$ cat config.mk
export PLATFORM = sky130hd
export DESIGN_NAME = can_tx_priority_queue_core
export DESIGN_NICKNAME = d
export VERILOG_FILES = /design/src/rtl/ctpq_pkg.sv /design/src/rtl/ctpq_cell.sv /design/src/rtl/can_tx_priority_queue_core.sv
export SDC_FILE = /design/constraint.sdc
export NUM_CORES = 2
export LEC_CHECK = 0
export BUFFER_PORTS_ARGS = -buffer_cell sky130_fd_sc_hd__buf_4
export CAP_MARGIN = 20
export CORE_MARGIN = 1
export CORE_UTILIZATION = 45
export DETAILED_ROUTE_END_ITERATION = 10
export SLEW_MARGIN = 20
export SYNTH_ARGS = -nofsm -noshare
export SYNTH_HDL_FRONTEND = slang
export SYNTH_SLANG_ARGS = --single-unit
export TNS_END_PERCENT = 10
$ cat constraint.sdc
create_clock -name clock -period 13.25 [get_ports clock]
set_clock_uncertainty 0.1 [all_clocks]
set_input_delay 1.325 -clock clock [delete_from_list [all_inputs] [get_ports clock]]
set_output_delay 1.325 -clock clock [all_outputs]
set_load 0.05 [all_outputs]
$ cat src/rtl/ctpq_pkg.sv
package ctpq_pkg;

   localparam int KEY_W     = 16;
   localparam int PAYLOAD_W = 64;
   localparam int ID_W      = 11;
   localparam int LEN_W     = 4;
   localparam int RANK_W    = 12;
   localparam logic [LEN_W-1:0] MAX_LEN = 4'd8;

   // Request kinds carried in tuser.
   localparam logic ACT_INSERT = 1'b0;
   localparam logic ACT_POP    = 1'b1;

   // Command broadcast from the queue control to every cell.
   typedef struct packed {
      logic                 insert_en;
      logic                 pop_en;
      logic [KEY_W-1:0]     new_key;
      logic [PAYLOAD_W-1:0] new_payload;
   } ctpq_ctrl_type;

   // Keeps only the bytes below the data length code.
   function automatic logic [PAYLOAD_W-1:0] byte_mask(input logic [LEN_W-1:0] len);
      logic [PAYLOAD_W-1:0] mask;
      mask = '0;
      for (int b = 0; b < 8; b++) begin
         mask[8*b +: 8] = (len > LEN_W'(b)) ? 8'hFF : 8'h00;
      end
      return mask;
   endfunction

endpackage

$ cat src/rtl/ctpq_cell.sv
module ctpq_cell
   import ctpq_pkg::*;
(
   input  logic                 clock,
   input  ctpq_ctrl_type        ctrl,
   input  logic                 valid,
   input  logic                 left_valid,
   input  logic                 left_gt,
   input  logic [KEY_W-1:0]     left_key,
   input  logic [PAYLOAD_W-1:0] left_payload,
   input  logic [KEY_W-1:0]     right_key,
   input  logic [PAYLOAD_W-1:0] right_payload,
   output logic [KEY_W-1:0]     key,
   output logic [PAYLOAD_W-1:0] payload,
   output logic                 gt
);

   logic [KEY_W-1:0]     key_ff, key_in;
   logic [PAYLOAD_W-1:0] payload_ff, payload_in;

   // The stored frame ranks below the incoming one, so it must move back.
   assign gt = valid && (key_ff[KEY_W-1 -: RANK_W] > ctrl.new_key[KEY_W-1 -: RANK_W]);

   // A pop shifts toward the head; an insert shifts lower-ranked frames back.
   // The first free cell also takes the old tail when the tail moves back.
   always_comb begin
      key_in     = key_ff;
      payload_in = payload_ff;
      priority if (ctrl.pop_en) begin
         key_in     = right_key;
         payload_in = right_payload;
      end else if (ctrl.insert_en && left_gt) begin
         key_in     = left_key;
         payload_in = left_payload;
      end else if (ctrl.insert_en && (gt || (!valid && left_valid))) begin
         key_in     = ctrl.new_key;
         payload_in = ctrl.new_payload;
      end
   end

   always_ff @(posedge clock) begin
      key_ff     <= key_in;
      payload_ff <= payload_in;
   end

   assign key     = key_ff;
   assign payload = payload_ff;

endmodule

$ cat src/rtl/can_tx_priority_queue_core.sv
// Latency: a result is valid in the cycle after its request is accepted.
// Throughput: one request per cycle; the chain of cells shifts all entries
// in parallel, and the result register frees whenever its result is taken.
// Reset clears the entry count and the result valid flag; frame contents in
// the cells are undefined until written and are never read before that.
module can_tx_priority_queue_core
   import ctpq_pkg::*;
#(
   parameter int QUEUE_DEPTH = 16
) (
   input  logic        clock,
   input  logic        reset,
   input  logic        req_tvalid,
   output logic        req_tready,
   // Fields from bit 0: frame_id[10:0], remote[11], length[15:12], payload[79:16].
   input  logic [79:0] req_tdata,
   // Fields from bit 0: action[0].
   input  logic        req_tuser,
   output logic        rsp_tvalid,
   input  logic        rsp_tready,
   // Fields from bit 0: done_res[0], out_id[11:1], out_remote[12],
   // out_length[16:13], out_payload[80:17], fill_level[85:81], zero pad[87:86].
   output logic [87:0] rsp_tdata
);

   localparam int CNT_W = $clog2(QUEUE_DEPTH + 1);

   logic [CNT_W-1:0]     count_ff, count_in;
   logic                 rsp_valid_ff, rsp_valid_in;
   logic [87:0]          rsp_data_ff, rsp_data_in;
   logic                 accept;
   logic                 is_pop, is_full, is_empty, stored;
   logic [ID_W-1:0]      in_id;
   logic                 in_remote;
   logic [LEN_W-1:0]     in_len, sat_len;
   logic [PAYLOAD_W-1:0] in_payload;
   ctpq_ctrl_type        ctrl;

   logic [KEY_W-1:0]     key_w     [QUEUE_DEPTH];
   logic [PAYLOAD_W-1:0] payload_w [QUEUE_DEPTH];
   logic                 gt_w      [QUEUE_DEPTH];
   logic                 valid_w   [QUEUE_DEPTH];

   assign req_tready = !rsp_valid_ff || rsp_tready;
   assign accept     = req_tvalid && req_tready;

   // Request decode and frame normalization.
   assign in_id      = req_tdata[10:0];
   assign in_remote  = req_tdata[11];
   assign in_len     = req_tdata[15:12];
   assign in_payload = req_tdata[79:16];
   assign sat_len    = (in_len > MAX_LEN) ? MAX_LEN : in_len;
   assign is_pop     = (req_tuser == ACT_POP);
   assign is_full    = (count_ff == CNT_W'(QUEUE_DEPTH));
   assign is_empty   = (count_ff == '0);
   assign stored     = !is_full || gt_w[QUEUE_DEPTH-1];

   // Command to the cells.
   always_comb begin
      ctrl.insert_en   = accept && !is_pop && stored;
      ctrl.pop_en      = accept && is_pop && !is_empty;
      ctrl.new_key     = {in_id, in_remote, sat_len};
      ctrl.new_payload = in_remote ? '0 : (in_payload & byte_mask(sat_len));
   end

   // Row of cells, head at index zero.
   for (genvar i = 0; i < QUEUE_DEPTH; i++) begin : g_cell
      logic                 l_valid, l_gt;
      logic [KEY_W-1:0]     l_key, r_key;
      logic [PAYLOAD_W-1:0] l_payload, r_payload;

      assign valid_w[i] = (CNT_W'(i) < count_ff);

      if (i == 0) begin : g_head
         assign l_valid   = 1'b1;
         assign l_gt      = 1'b0;
         assign l_key     = ctrl.new_key;
         assign l_payload = ctrl.new_payload;
      end else begin : g_body
         assign l_valid   = valid_w[i-1];
         assign l_gt      = gt_w[i-1];
         assign l_key     = key_w[i-1];
         assign l_payload = payload_w[i-1];
      end

      if (i == QUEUE_DEPTH - 1) begin : g_tail
         assign r_key     = key_w[i];
         assign r_payload = payload_w[i];
      end else begin : g_inner
         assign r_key     = key_w[i+1];
         assign r_payload = payload_w[i+1];
      end

      ctpq_cell u_cell (
         .clock         (clock),
         .ctrl          (ctrl),
         .valid         (valid_w[i]),
         .left_valid    (l_valid),
         .left_gt       (l_gt),
         .left_key      (l_key),
         .left_payload  (l_payload),
         .right_key     (r_key),
         .right_payload (r_payload),
         .key           (key_w[i]),
         .payload       (payload_w[i]),
         .gt            (gt_w[i])
      );
   end

   // Entry count and result formation.
   always_comb begin
      count_in     = count_ff;
      rsp_valid_in = rsp_valid_ff && !rsp_tready;
      rsp_data_in  = rsp_data_ff;
      if (accept) begin
         rsp_valid_in = 1'b1;
         rsp_data_in  = '0;
         if (!is_pop) begin
            if (stored && !is_full) begin
               count_in = count_ff + CNT_W'(1);
            end
            rsp_data_in[0]     = stored;
            rsp_data_in[85:81] = 5'(count_in);
         end else if (!is_empty) begin
            count_in           = count_ff - CNT_W'(1);
            rsp_data_in[0]     = 1'b1;
            rsp_data_in[11:1]  = key_w[0][15:5];
            rsp_data_in[12]    = key_w[0][4];
            rsp_data_in[16:13] = key_w[0][3:0];
            rsp_data_in[80:17] = payload_w[0];
            rsp_data_in[85:81] = 5'(count_in);
         end
      end
   end

   always_ff @(posedge clock) begin
      if (reset) begin
         count_ff     <= '0;
         rsp_valid_ff <= 1'b0;
      end else begin
         count_ff     <= count_in;
         rsp_valid_ff <= rsp_valid_in;
      end
   end

   always_ff @(posedge clock) begin
      rsp_data_ff <= rsp_data_in;
   end

   assign rsp_tvalid = rsp_valid_ff;
   assign rsp_tdata  = rsp_data_ff;

   // The count never exceeds the number of cells.
   a_count_bound: assert property (@(posedge clock) disable iff (reset)
      count_ff <= CNT_W'(QUEUE_DEPTH))
      else $error("entry count beyond queue depth");

   // A pop of a non-empty queue removes exactly one entry.
   a_pop_count: assert property (@(posedge clock) disable iff (reset)
      (accept && is_pop && !is_empty) |=> (count_ff == $past(count_ff) - CNT_W'(1)))
      else $error("pop did not remove one entry");

   // An insert into a queue with room always grows it by one.
   a_insert_count: assert property (@(posedge clock) disable iff (reset)
      (accept && !is_pop && !is_full) |=> (count_ff == $past(count_ff) + CNT_W'(1)))
      else $error("insert with room did not store the frame");

   // Every accepted request leaves a result waiting.
   a_result_ready: assert property (@(posedge clock) disable iff (reset)
      accept |=> rsp_tvalid)
      else $error("accepted request produced no result");

endmodule
== Word level (Yosys, flattened, before mapping) ==
Index checks and enable logic that the tools add are counted.
W data, S select, Z words.

* Register bits after elaboration: 1372
* Output and inout port bits: 90
* Input port bits: 85
* Word-level logic and storage cells: 321

* Magnitude comparators: 41
* Multiplexer cells: 109
* Add/subtract/negate cells: 2
* Reductions and logical operators: 128
* Bitwise logic cells: 3
* Equality and inequality tests: 2

{| class="wikitable"
|+ Operators by type and width
! operator !! number
|-
| $mux W64 || 47
|-
| $mux W16 || 46
|-
| $gt A12 B12 Y1 || 16
|-
| $mux W86 || 1
|-
| $logic_and A1 B1 Y1 || 69
|-
| $and A64 B64 Y64 || 1
|-
| $mux W8 || 8
|-
| $reduce_bool A3 Y1 || 14
|-
| $lt A4 B5 Y1 const A || 8
|-
| $logic_not A1 Y1 || 21
|-
| $lt A3 B5 Y1 const A || 4
|-
| $mux W5 || 4
|-
| $logic_or A1 B1 Y1 || 18
|-
| $gt A4 B3 Y1 const B || 4
|-
| $lt A1 B5 Y1 const A || 2
|-
| $lt A2 B5 Y1 const A || 2
|-
| $gt A4 B1 Y1 const B || 2
|-
| $gt A4 B2 Y1 const B || 2
|-
| $add A5 B1 Y5 const B || 1
|-
| $eq A5 B5 Y1 const B || 1
|-
| $logic_not A5 Y1 || 1
|-
| $sub A5 B1 Y5 const B || 1
|-
| $gt A4 B4 Y1 const B || 1
|-
| $mux W4 || 1
|-
| other kinds (6) || 10
|}

== Longest topological paths before layout ==
* Depth after elaboration: 9
* Gate-level depth with buffers: 13

== Hierarchy ==
Synthesis repeated with hierarchy kept, for this count alone.

* Cells, all modules: 6663
* Area total of the unflattened synthesis: 74247.5 µm²

{| class="wikitable"
|+ By module, submodules not included
! module !! seq. area each (µm²) !! instances !! area an instance (µm²) !! cells each
|-
| ctpq_cell (g_cell[15].u_cell ...) || 2402.3 || 10 || 4344.2 || 393
|-
| ctpq_cell (g_cell[0].u_cell ...) || 2402.3 || 6 || 4413.0 || 394
|-
| can_tx_priority_queue_core || 2702.6 || 1 || 4327.9 || 369
|}

== Least setup slack after synthesis ==
Ideal clock, no wire load.

* Kind: input-to-reg
* Start: input port rsp_tready
* End: register g_cell[9].u_cell.key_ff[0] (enable)
* Cell stages on the path: 10
* Path slack: 2.893 ns
* Required time: 12.521 ns
* Arrival time: 9.629 ns
* Cells stage by stage: nand2b_4 nand2_2 clkinv_1 a22oi_4 buf_4 a21o_1 buf_2 buf_4 buf_4 o21ai_0

* Longest elaborated chain between the ends: 6
* Elaborated cells on any way between the ends: 9

{| class="wikitable"
|+ RTL lines
! item !! RTL line !! RTL
|-
| from (decl) || can_tx_priority_queue_core.sv:20 || <nowiki>input logic rsp_tready,</nowiki>
|-
| $logic_or A1 B1 Y1 * || can_tx_priority_queue_core.sv:44 || <nowiki>assign req_tready = !rsp_valid_ff || rsp_tready;</nowiki>
|-
| $logic_and A1 B1 Y1 * || can_tx_priority_queue_core.sv:45 || <nowiki>assign accept = req_tvalid && req_tready;</nowiki>
|-
| named net accept || can_tx_priority_queue_core.sv:31 || <nowiki>logic accept;</nowiki>
|-
| $logic_and A1 B1 Y1 (2 in series) || can_tx_priority_queue_core.sv:60 || <nowiki>ctrl.insert_en = accept && !is_pop && stored;</nowiki>
|-
| $logic_and A1 B1 Y1, on equally long branches || ctpq_cell.sv:35, ctpq_cell.sv:32 ||
|-
| $reduce_bool A3 Y1 (no line) * || - ||
|-
| to (signal assigned) || ctpq_cell.sv:42 || <nowiki>key_ff <= key_in;</nowiki>
|-
| to (decl) || ctpq_cell.sv:18 || <nowiki>logic [KEY_W-1:0] key_ff, key_in;</nowiki>
|}

Mark *: on every way through the listed nets, which the timed path passes. The rest lies on a longest branch.
A chain may end at the register's enable or synchronous reset.

== Worst setup path after layout ==
* Start: input port req_tdata[9]
* End: register g_cell[7].u_cell.payload_ff[18] (enable)

* Longest elaborated chain between the ends: 6
* Elaborated cells on any way between the ends: 12

{| class="wikitable"
|+ RTL lines
! item !! RTL line !! RTL
|-
| from (decl) || can_tx_priority_queue_core.sv:16 || <nowiki>input logic [79:0] req_tdata,</nowiki>
|-
| $gt A12 B12 Y1 || ctpq_cell.sv:22 || <nowiki>assign gt = valid && (key_ff[KEY_W-1 -: RANK_W] > ctrl.new_key[KEY_W-1 -: RANK_W]);</nowiki>
|-
| $logic_and A1 B1 Y1 || ctpq_cell.sv:22 ||
|-
| $logic_or A1 B1 Y1 || can_tx_priority_queue_core.sv:56 || <nowiki>assign stored = !is_full || gt_w[QUEUE_DEPTH-1];</nowiki>
|-
| $logic_and A1 B1 Y1 || can_tx_priority_queue_core.sv:60 ||
|-
| $logic_and A1 B1 Y1, on equally long branches || ctpq_cell.sv:35, ctpq_cell.sv:32 ||
|-
| $reduce_bool A3 Y1 (no line) * || - ||
|-
| to (signal assigned) || ctpq_cell.sv:43 || <nowiki>payload_ff <= payload_in;</nowiki>
|-
| to (decl) || ctpq_cell.sv:19 || <nowiki>logic [PAYLOAD_W-1:0] payload_ff, payload_in;</nowiki>
|}

Every way passes the cells marked *; elsewhere a longest branch is shown, timed or not.

==> impl_table.tex <==
\begin{tabular}{lr}
\hline
Metric & Value \\
\hline
\multicolumn{2}{l}{\textbf{Timing}} \\
\quad Shortest period the worst path allows & about 5.6 ns \\
\quad Number of hold-slack violations in the final timing report & 0 \\
\quad Setup repair after global routing missed its margin & no \\
\quad Slew at the pin with the worst max-slew slack & around 1.3 ns \\
\quad Min Hold Slack & between 0.4 and 0.5 ns \\
\quad Headroom to the max-slew limit & between 15 and 20\% \\
\quad Highest Clock Rate & approximately 180 MHz \\
\quad Final-layout setup total negative slack & 0 ns \\
\quad Period utilization & between 40\% and 50\% \\
\quad Slew Limit Fails & 0 \\
\quad Setup violations, final & 0 \\
\multicolumn{2}{l}{\textbf{Finish}} \\
\quad Multi-input gate area in the final layout & around 0.025 sq mm \\
\quad Number of fill cells & around 13000 \\
\quad Final net count & 6081 \\
\quad Area grow syn2layout & 11.15\% \\
\quad Share of cells above drive strength 1 & between 10\% and 20\% \\
\quad Most common cell after layout, fill and taps aside & sky130\_fd\_sc\_hd\_\_edfxtp\_1 \\
\quad Most frequent cells in the layout & sky130\_fd\_sc\_hd\_\_edfxtp\_1, sky130\_fd\_sc\_hd\_\_nand2\_1, sky130\_fd\_sc\_hd\_\_a221o\_1, sky130\_fd\_sc\_hd\_\_nor3\_1, sky130\_fd\_sc\_hd\_\_a31oi\_1 \\
\quad Footprint of the flip-flops and latches & $\sim$0.041 sq mm \\
\multicolumn{2}{l}{\textbf{Detailed routing}} \\
\quad Vias after detailed routing & roughly 54000 \\
\quad Detailed-routing iteration count for the pre-antenna-repair pass & 6 \\
\quad Number of design-rule violations left by the first detailed-router iteration & $\sim$7700 \\
\quad Mean routed wirelength per cell & $\sim$30 um \\
\quad Routed Wire Length & 239.2 mm \\
\quad Number of nets with antenna violations after routing & 0 \\
\quad Number of design rule violations left after detail routing & 0 \\
\quad Avg Vias per Cell & 6.795 \\
\multicolumn{2}{l}{\textbf{Logic synthesis}} \\
\quad Synth unique cells & 70 \\
\quad Most instantiated flip-flop cell in the synthesis netlist & sky130\_fd\_sc\_hd\_\_edfxtp\_1 \\
\quad Area of the mapped netlist & a little under 0.07 sq mm \\
\quad Post-Syn Area per Cell & roughly 12 sq um \\
\quad Cell count after synthesis & between 5000 and 6000 \\
\quad Proportion of register bits with asynchronous set or reset after synthesis & 0\% \\
\quad Flip-flop and latch count after synthesis & 1372 \\
\quad Sequential area share after synthesis & about three fifths \\
\quad EDFF count, synth & about 1400 \\
\quad Number of synthesis warnings & 0 \\
\multicolumn{2}{l}{\textbf{Power}} \\
\quad Power density over the cells & around 150 mW/mm\^{}2 \\
\quad Maximum vdd drop & 132.9 uV \\
\quad Static Leak & 26.27 nW \\
\multicolumn{2}{l}{\textbf{Place}} \\
\quad Final weighted congestion in routability-driven placement & 0.9287 \\
\quad HPWL after detailed placement & 136.9 mm \\
\quad Port Buffer Count & $\sim$170 \\
\multicolumn{2}{l}{\textbf{Floorplan}} \\
\quad Full die area & $\sim$0.15 sq mm \\
\quad Floorplan die height & about 390 um \\
\quad Horizontal extent of the die & 392.0 um \\
\quad Number of primary I/O pins & 175 \\
\quad Initial core utilization & a little under half \\
\quad Core footprint & about 0.15 sq mm \\
\quad Num rows & $\sim$140 \\
\multicolumn{2}{l}{\textbf{GRT}} \\
\quad Wire length of the first global-routing pass & about 350 mm \\
\quad Global-route congestion overflow total & 0 \\
\quad Number of global-route vias before repair & around 51000 \\
\quad Pin count of the biggest net entering global routing & around 240 \\
\quad Initial antenna violation count & 6 \\
\quad Combined global-route utilization of all metal layers & a little under a third \\
\multicolumn{2}{l}{\textbf{Worst setup path}} \\
\quad Kind of end point of the critical path & flop \\
\quad Reg2Reg Setup Slack & $\sim$7.7 ns \\
\quad Maximum fanout count along the critical path & 54 \\
\quad Startpoint of the most critical register-to-register path & count\_ff[1] \\
\quad Category of the worst setup path launch point & input pin \\
\quad Launching element of the worst setup path & req\_tdata[9] \\
\quad Kind of critical path & input pin to flop \\
\quad Worst reg2reg path depth & 10 \\
\quad Worst endpoint required time & approximately 14 ns \\
\quad Worst reg2reg endpoint & g\_cell[1].u\_cell.payload[25] \\
\quad Crit path DAT & about 5.9 ns \\
\quad Capture point of the worst path & g\_cell[7].u\_cell.payload[18] \\
\multicolumn{2}{l}{\textbf{Clock tree}} \\
\quad CTS tree & built \\
\quad Number of buffers inserted to repair setup after CTS & 0 \\
\quad Number of CTS-inserted buffers & between 150 and 200 \\
\quad H-tree depth reported by CTS & 4 \\
\quad Clock network latency to the later pin of the worst-skew pair & 0.80 ns \\
\quad CTS root buf & sky130\_fd\_sc\_hd\_\_clkbuf\_16 \\
\quad Hold buffers post-CTS & 0 \\
\quad Clock slew seen by the registers of the worst setup and hold paths & $\sim$0.06 ns \\
\quad Number of gates resized after cts & 0 \\
\quad CTS Buffer Depth & 3 \\
\quad CTS sink cnt & between 1000 and 1500 \\
\multicolumn{2}{l}{\textbf{Status}} \\
\quad Status & completed \\
\multicolumn{2}{l}{\textbf{Flow run}} \\
\quad Max Cap Violations & 0 \\
\multicolumn{2}{l}{\textbf{Hold path}} \\
\quad Hold WC Path Type & flop to flop \\
\hline
\end{tabular}
[cell usage after synthesis, types with 6 or more instances]
cell,count,area share (%)
sky130_fd_sc_hd__and2_1,148,1.4
sky130_fd_sc_hd__nor3_1,548,4.0
sky130_fd_sc_hd__o211ai_1,13,0.14
sky130_fd_sc_hd__nor2b_1,24,0.22
sky130_fd_sc_hd__a21oi_2,10,0.13
sky130_fd_sc_hd__nand3_1,31,0.23
sky130_fd_sc_hd__o21a_1,16,0.18
sky130_fd_sc_hd__ha_1,195,3.6
sky130_fd_sc_hd__a221o_1,561,8.2
sky130_fd_sc_hd__nand4_1,36,0.33
sky130_fd_sc_hd__buf_6,10,0.16
sky130_fd_sc_hd__o31ai_1,6,0.066
sky130_fd_sc_hd__inv_1,48,0.26
sky130_fd_sc_hd__nand2_1,846,4.6
sky130_fd_sc_hd__o21ai_0,53,0.39
sky130_fd_sc_hd__buf_4,14,0.15
sky130_fd_sc_hd__buf_1,34,0.19
sky130_fd_sc_hd__o221ai_1,12,0.15
sky130_fd_sc_hd__and3_1,41,0.37
sky130_fd_sc_hd__nand2b_1,12,0.11
sky130_fd_sc_hd__a21o_1,21,0.23
sky130_fd_sc_hd__dfxtp_1,6,0.18
sky130_fd_sc_hd__mux2_2,79,1.3
sky130_fd_sc_hd__nor4_1,6,0.055
sky130_fd_sc_hd__a21oi_1,368,2.7
sky130_fd_sc_hd__a31oi_1,544,5.0
sky130_fd_sc_hd__edfxtp_1,1366,60
sky130_fd_sc_hd__clkbuf_1,400,2.2
sky130_fd_sc_hd__nor2_1,281,1.5
sky130_fd_sc_hd__buf_2,129,0.94
[per-layer routing]
metal / track usage (%) / routed length [um] / up-vias
met1: 43.41 / 99230 / 27020
met4: 9.616 / 7019 / 6
met2: 46.21 / 105700 / 3485
li1: - / - / 23030
met5: 0 / 28 / -
met3: 7.067 / 27190 / 428
[stage by stage]
stage | area, sq um | power, mW | cells | setup WS, ns | utilization, %
after floorplan | 68440 | 6.714 | 5945 | 2.893 | -
after global placement | 71160 | 7.366 | 7659 | 7.064 | 47.35
after detailed placement | 71190 | 7.409 | 7660 | 6.990 | 47.37
after CTS | 76020 | 11.59 | 7937 | 7.821 | 50.58
after global routing | 76050 | 11.93 | 7938 | 7.463 | 50.60
final | 76060 | 11.59 | 7941 | 7.686 | 50.60
[report_power, final]
group          switching [mW]  total [mW]  leakage [nW]  internal (mW)
Sequential              0.249        5.58          12.9           5.33
Clock                    1.87        4.21          2.34           2.34
Combinational            1.29        1.79          11.1          0.506
[sequential cells by signal, indices dropped and copies added, names as in the netlist]
signal,cells
rsp_tvalid,1
rsp_tdata,86
g_cell.u_cell.payload,1024
g_cell.u_cell.key,256
count_ff,5
[critical path, cell delays in order]
cell,delay [ns]
sky130_fd_sc_hd__buf_4,0.12
sky130_fd_sc_hd__inv_1,0.05
sky130_fd_sc_hd__buf_4,0.30
sky130_fd_sc_hd__ha_1,0.32
sky130_fd_sc_hd__nand4_1,0.24
sky130_fd_sc_hd__nor3_1,0.09
sky130_fd_sc_hd__nor3_1,0.34
sky130_fd_sc_hd__o31ai_4,0.12
sky130_fd_sc_hd__buf_4,0.27
sky130_fd_sc_hd__a21oi_4,0.17
sky130_fd_sc_hd__buf_4,0.65
sky130_fd_sc_hd__o21ai_0,0.35
sky130_fd_sc_hd__nand3_4,0.68
sky130_fd_sc_hd__buf_4,0.78
[area by class of cell]
cell class                      count  area share, %
Antenna cell                        3       0.009870
Timing Repair Buffer              287          3.000
Clock inverter                     75         0.9837
Tap cell                         2016          3.316
Clock buffer                      202          5.359
Sequential cell                  1372          54.09
Multi-Input combinational cell   3937          33.00
Inverter                           49         0.2451
[how the worst min path moves through the flow]
stage	startpoint	end	slack, ns	cells after the start
global route	rsp_tvalid	rsp_tvalid	0.45	2
detailed placement	rsp_tvalid	rsp_tvalid	0.42	2
global placement	rsp_tvalid	rsp_tvalid	0.40	2
CTS	rsp_tvalid	rsp_tvalid	0.42	2
floorplan	g_cell[1].u_cell.key[0]	g_cell[0].u_cell.key[0]	0.42	2
finish	rsp_tvalid	rsp_tvalid	0.42	2
[kinds of logic after synthesis]
kind of cell | count (synthesis) | synth area share (%)
other | 1 | 0.005480
buffers and inverters | 636 | 3.911
muxes | 82 | 1.344
DFF | 1372 | 60.12
adders and majority gates | 195 | 3.565
and+or+nand+nor | 1992 | 13.08
AOI/OAI and AO/OA | 1663 | 17.93
xor gates and xnor gates | 3 | 0.03840
Note: power is estimated with default switching activity, not from simulation.
